`src/ptrx_ram.sv`:
```
// ----------------------------------------------------------------------------
// ptrx_ram
// generic ram, one write port and two read ports, registered read data
// ----------------------------------------------------------------------------
module ptrx_ram #(
    parameter int WIDTH = 8,
    parameter int DEPTH = 16,
    localparam int ADDR_W = (DEPTH > 1) ? $clog2(DEPTH) : 1
) (
    input  logic              i_clk,
    input  logic              i_we,
    input  logic [ADDR_W-1:0] i_waddr,
    input  logic [WIDTH-1:0]  i_wdata,
    input  logic [ADDR_W-1:0] i_raddr_a,
    input  logic [ADDR_W-1:0] i_raddr_b,
    output logic [WIDTH-1:0]  o_rdata_a,
    output logic [WIDTH-1:0]  o_rdata_b
);

    logic [WIDTH-1:0] r_mem [DEPTH];
    logic [WIDTH-1:0] r_rdata_a;
    logic [WIDTH-1:0] r_rdata_b;

    always_ff @(posedge i_clk) begin
        if (i_we) begin
            r_mem[i_waddr] <= i_wdata;
        end
        r_rdata_a <= r_mem[i_raddr_a];
        r_rdata_b <= r_mem[i_raddr_b];
    end

    assign o_rdata_a = r_rdata_a;
    assign o_rdata_b = r_rdata_b;

endmodule

```
`config.mk`:
```
export PLATFORM = sky130hd
export DESIGN_NAME = ptrx_ram
export DESIGN_NICKNAME = d
export VERILOG_FILES = /design/src/ptrx_ram.sv
export SDC_FILE = /design/constraint.sdc
export NUM_CORES = 1
export LEC_CHECK = 0
export BUFFER_PORTS_ARGS = -buffer_cell sky130_fd_sc_hd__buf_2
export CAP_MARGIN = 20
export CORE_MARGIN = 2
export CORE_UTILIZATION = 45
export CTS_BUF_LIST = sky130_fd_sc_hd__clkbuf_8
export CTS_CLUSTER_DIAMETER = 60
export DETAILED_ROUTE_END_ITERATION = 6
export GPL_TIMING_DRIVEN = 1
export PLACE_DENSITY = 0.69
export SLEW_MARGIN = 0
export SYNTH_ARGS = -nofsm -noshare
export SYNTH_HDL_FRONTEND = slang
export SYNTH_SLANG_ARGS = --single-unit
export TNS_END_PERCENT = 10
```
`constraint.sdc`:
```
create_clock -name i_clk -period 3.2 [get_ports i_clk]
set_input_delay 0 -clock i_clk [delete_from_list [all_inputs] [get_ports i_clk]]
set_output_delay 0 -clock i_clk [all_outputs]
set_load 0.1 [all_outputs]
```
### Word level (Yosys, flattened, before mapping)

Memory sizes are Yosys's and may differ from the RTL's. A register that Yosys moved wholly into a read port is not among the register bits.
Index checks and enable logic that the tools add are counted.
W data, S select, Z words.

| operators by class | value |
|---|---|
| $mul | 0 |
| bitwise operators | 0 |
| shifts and indexed selects | 0 |
| divide/modulo/power cells | 0 |
| equality and inequality tests | 0 |
| reductions and logical operators | 0 |
| magnitude comparators | 0 |
| muxes and demuxes | 2 |
| add/subtract/negate cells | 0 |

Operators by type and width:

| kind | number |
|---|---|
| $mux W1 | 2 |

| storage, ports and cells | value |
|---|---|
| bits in latches | 0 |
| memories kept | 1 |
| bits of input ports | 22 |
| bits in read-only memories | 0 |
| output and inout port bits | 16 |
| bits in writable memories | 128 |
| register bits after elaboration | 0 |
| word-level logic and storage cells | 3 |

Memories:

| name | depth | bits a word | read ports | clocked after memory_dff | write ports | line | RTL |
|---|---|---|---|---|---|---|---|
| r_mem | 16 | 8 | 2 | 2 | 1 | 20 | `logic [WIDTH-1:0] r_mem [DEPTH];` |

### Depth between registers and ports, before layout

| logic depth | value |
|---|---|
| depth after elaboration | 2 |
| mapped depth | 5 |
| depth with buffers taken out | 3 |

### Worst setup path after synthesis

No wires, ideal clock.

| timing path | value |
|---|---|
| kind | input -> register |
| start point | input i_waddr[2] |
| end point | memory r_mem[0][0] (enable) |
| path slack | 1707 ps |
| library setup time | 383 ps |
| arrival time | 1110 ps |
| required time | 2817 ps |
| path buffers | 0 |
| stages on the path | 2 |
| path through | or3b_2 nor3_1 |

RTL lines:

| what | line | RTL |
|---|---|---|
| start: declaration | 12 | `input logic [ADDR_W-1:0] i_waddr,` |
| end: declaration | 20 |  |

Straight into the memory's write port.

==> results.toml <==
[clock_network]
clkLatencyLatePin_ns = 0.45
cts-root-buf = "clkbuf_8"
cts.clk_slew.worst_paths_ns = 0.09
h-tree-depth = 4
cts_sinks = 144
ctsLongestPathBuffers = 2
ctsResizeCount = 0
cts_tree = "done"
postCtsSetupBuffers = 0
cts_buffers = 17

[timing]
relSlewSlack_pct = 27.1
fin_skew_ns = 0.0117
fin_setup_tns_ns = 0
max_freq_ghz = 0.674
fin_crit_ns = 1.48
rsz0062_at_grt = "no"
hold_viol = 0
period_share_pct = 46.3
worst_pin_slew_ns = 1.09
slew_violations = 0
setup_viol = 0

[min_path]
hold_path_class = "input port to flop"

[floorplanning]
die_y_um = 123
fp-row-count = 43
start_util_pct = 45.9
core_area_um2 = 13800
io_pins = 38
dieArea_um2 = 15100
fp.dieW_um = 123

[routing]
ant_nets = 0
routed_wl_mm = 14.0
dr.pass1.iters = 7
dr_total_vias = 3399
viasPerCell = 6.20
drt_drc_violations_left = 0
drt-wirelength-per-cell_um = 25.6
drt-initial-drc-count = 299

[logic_synthesis]
synthMostInstantiatedCell = "edfxtp_1"
avgSynthCellArea_um2 = 20.7
ys_types = 20
ys.warnings.count = 0
yosys-top-cells-area = "edfxtp_1, mux4_2, mux4_1, dfxtp_1, a22oi_1"
netlist_area_um2 = 6350
syn-num-nets = 329
synth_common_cells = "edfxtp_1, mux4_2, a22oi_1"
synth_edf_count = 128
synthCells = 307
synth_ff_type = "edfxtp_1"
yosysTopAreaCellShare_pct = 60.6
synth_top_cell_by_area = "edfxtp_1"
ys_seq_area_share_pct = 65.6
synth_seq_cells = 144
async_reset_ff_share_pct = 0

[critical_path]
crit_chain = "mux4_2, a22oi_1, nand2_1"
arrival_ns = 1.81
worstPathBufferInverterCount = 0
required_ns = 3.53
crit_family = "multiplexers"
startpoint_type = "flop"
critical_path.slowest_cell = "mux4_2"
crit_fanout = 2
endpoint_kind = "flop"
critical_path.max_stage_delay_ns = 0.49
path_class = "flop to flop"

[global_route]
grt_max_degree = 33
grt_usage_pct = 20.2
grt_pass1_wl_mm = 21.1
grt_pass1_vias = 3585
grt-ovfl-total = 0
antenna_found_initial = 0

[finish]
nNetsFinal = 377
drive_above_1_share_pct = 29.9
n_antenna_cell = 0
syn_to_final_growth_pct = 11.3

[placement]
hpwl_mm = 8.60
io_buffer_count = 37
gp_congestion = 0.743

[pwr]
peakVddDrop_mv = 0.329
leakage_nw = 2.39
total_power_mw = 3.90
powerDensity_nw_per_um2 = 553

[outcome]
status = "complete, no violations"

[run]
drv_cap = 0
==> layout by cell type (no fill, tap or decap) <==
master         Yosys  routed
dlygate4sd3_1      0       8
mux4_4             2       2
edfxtp_1         128     128
nand3_1            1       1
nor2_1            14      14
buf_2              6      37
and2_1             2       2
dfxtp_1           16      16
nor3_1             4       1
clkinv_1           0       3
inv_6              0       4
nor3_2             0       3
nand2_1           17      17
nand3b_1           2       2
clkbuf_8           0      17
clkinv_2           0       5
mux4_1            28      28
nor2b_1            2       2
buf_4              2       3
mux4_2            34      34
clkinvlp_4         0       1
buf_6              6       1
or3b_2             1       1
nand2b_1           2       2
clkinv_4           0       1
bufinv_16          0       1
a22oi_1           32      32
and2b_1            2       2
==> kinds of logic after synthesis <==
kind of cell | synth area share [%]
buf+inv | 2.72
simple gates | 3.43
compound gates | 3.79
mux | 24.4
flops | 65.6
==> through the flow <==
step | utilization (%) | area [µm²] | cells | setup WS [ns] | hold WS, ns
global route | 51.1 | 7060 | 548 | 1.67 | 0.0607
global placement | 47.9 | 6620 | 507 | 1.40 | 0.387
CTS | 51.0 | 7050 | 547 | 1.74 | 0.0555
finish | 51.1 | 7060 | 548 | 1.72 | 0.0637
detailed placement | 47.9 | 6620 | 507 | 1.39 | 0.398
floorplan | - | 6350 | 307 | 1.71 | 0.0989
==> registers in the layout, indices dropped and copies added, names as in the netlist <==
| name | count |
|---|---|
| o_rdata_b | 8 |
| o_rdata_a | 8 |
| r_mem | 128 |
==> final timing paths <==
kind                               start                      to  slack [ns]  cells past startpoint
setup / recovery   r_mem[3][6]$_DFFE_PP_    o_rdata_b[6]$_DFF_P_        1.72                      3
hold / removal                i_waddr[1]  r_mem[12][0]$_DFFE_PP_        0.06                      2
setup reg to reg   r_mem[3][6]$_DFFE_PP_    o_rdata_b[6]$_DFF_P_        1.72                      3
hold reg to reg   r_mem[14][2]$_DFFE_PP_    o_rdata_a[2]$_DFF_P_        0.72                      3
==> cell type report <==
type | count | area [µm²]
Clock buffer | 17 | 234
Clock inverter | 15 | 118
Fill cell | 1127 | 6760
Multi-Input combinational cell | 143 | 2020
Sequential cell | 144 | 4160
Tap cell | 180 | 225
Timing Repair Buffer | 49 | 299
==> power by group <==
part,total [mW],internal (mW),leakage [nW],switching (mW)
Clock,1.30,0.607,0.183,0.692
Combinational,0.477,0.142,0.917,0.335
Sequential,2.13,2.10,1.29,0.0251
==> what timing repair did <==
item	4_1_cts	5_1_grt
hold buffers	8	0
endpoints found under the setup margin	0	0
endpoints found under the hold margin	128	0
==> per-layer routing <==
layer	track usage, %	vias to the layer above	part of all wire, %
li1	-	1432	-
met1	27.7	1772	43
met2	32.1	169	49
met3	5.02	26	6.4
met4	6.47	0	2.2
met5	0	-	0
Power figures use the tool's default switching activity.
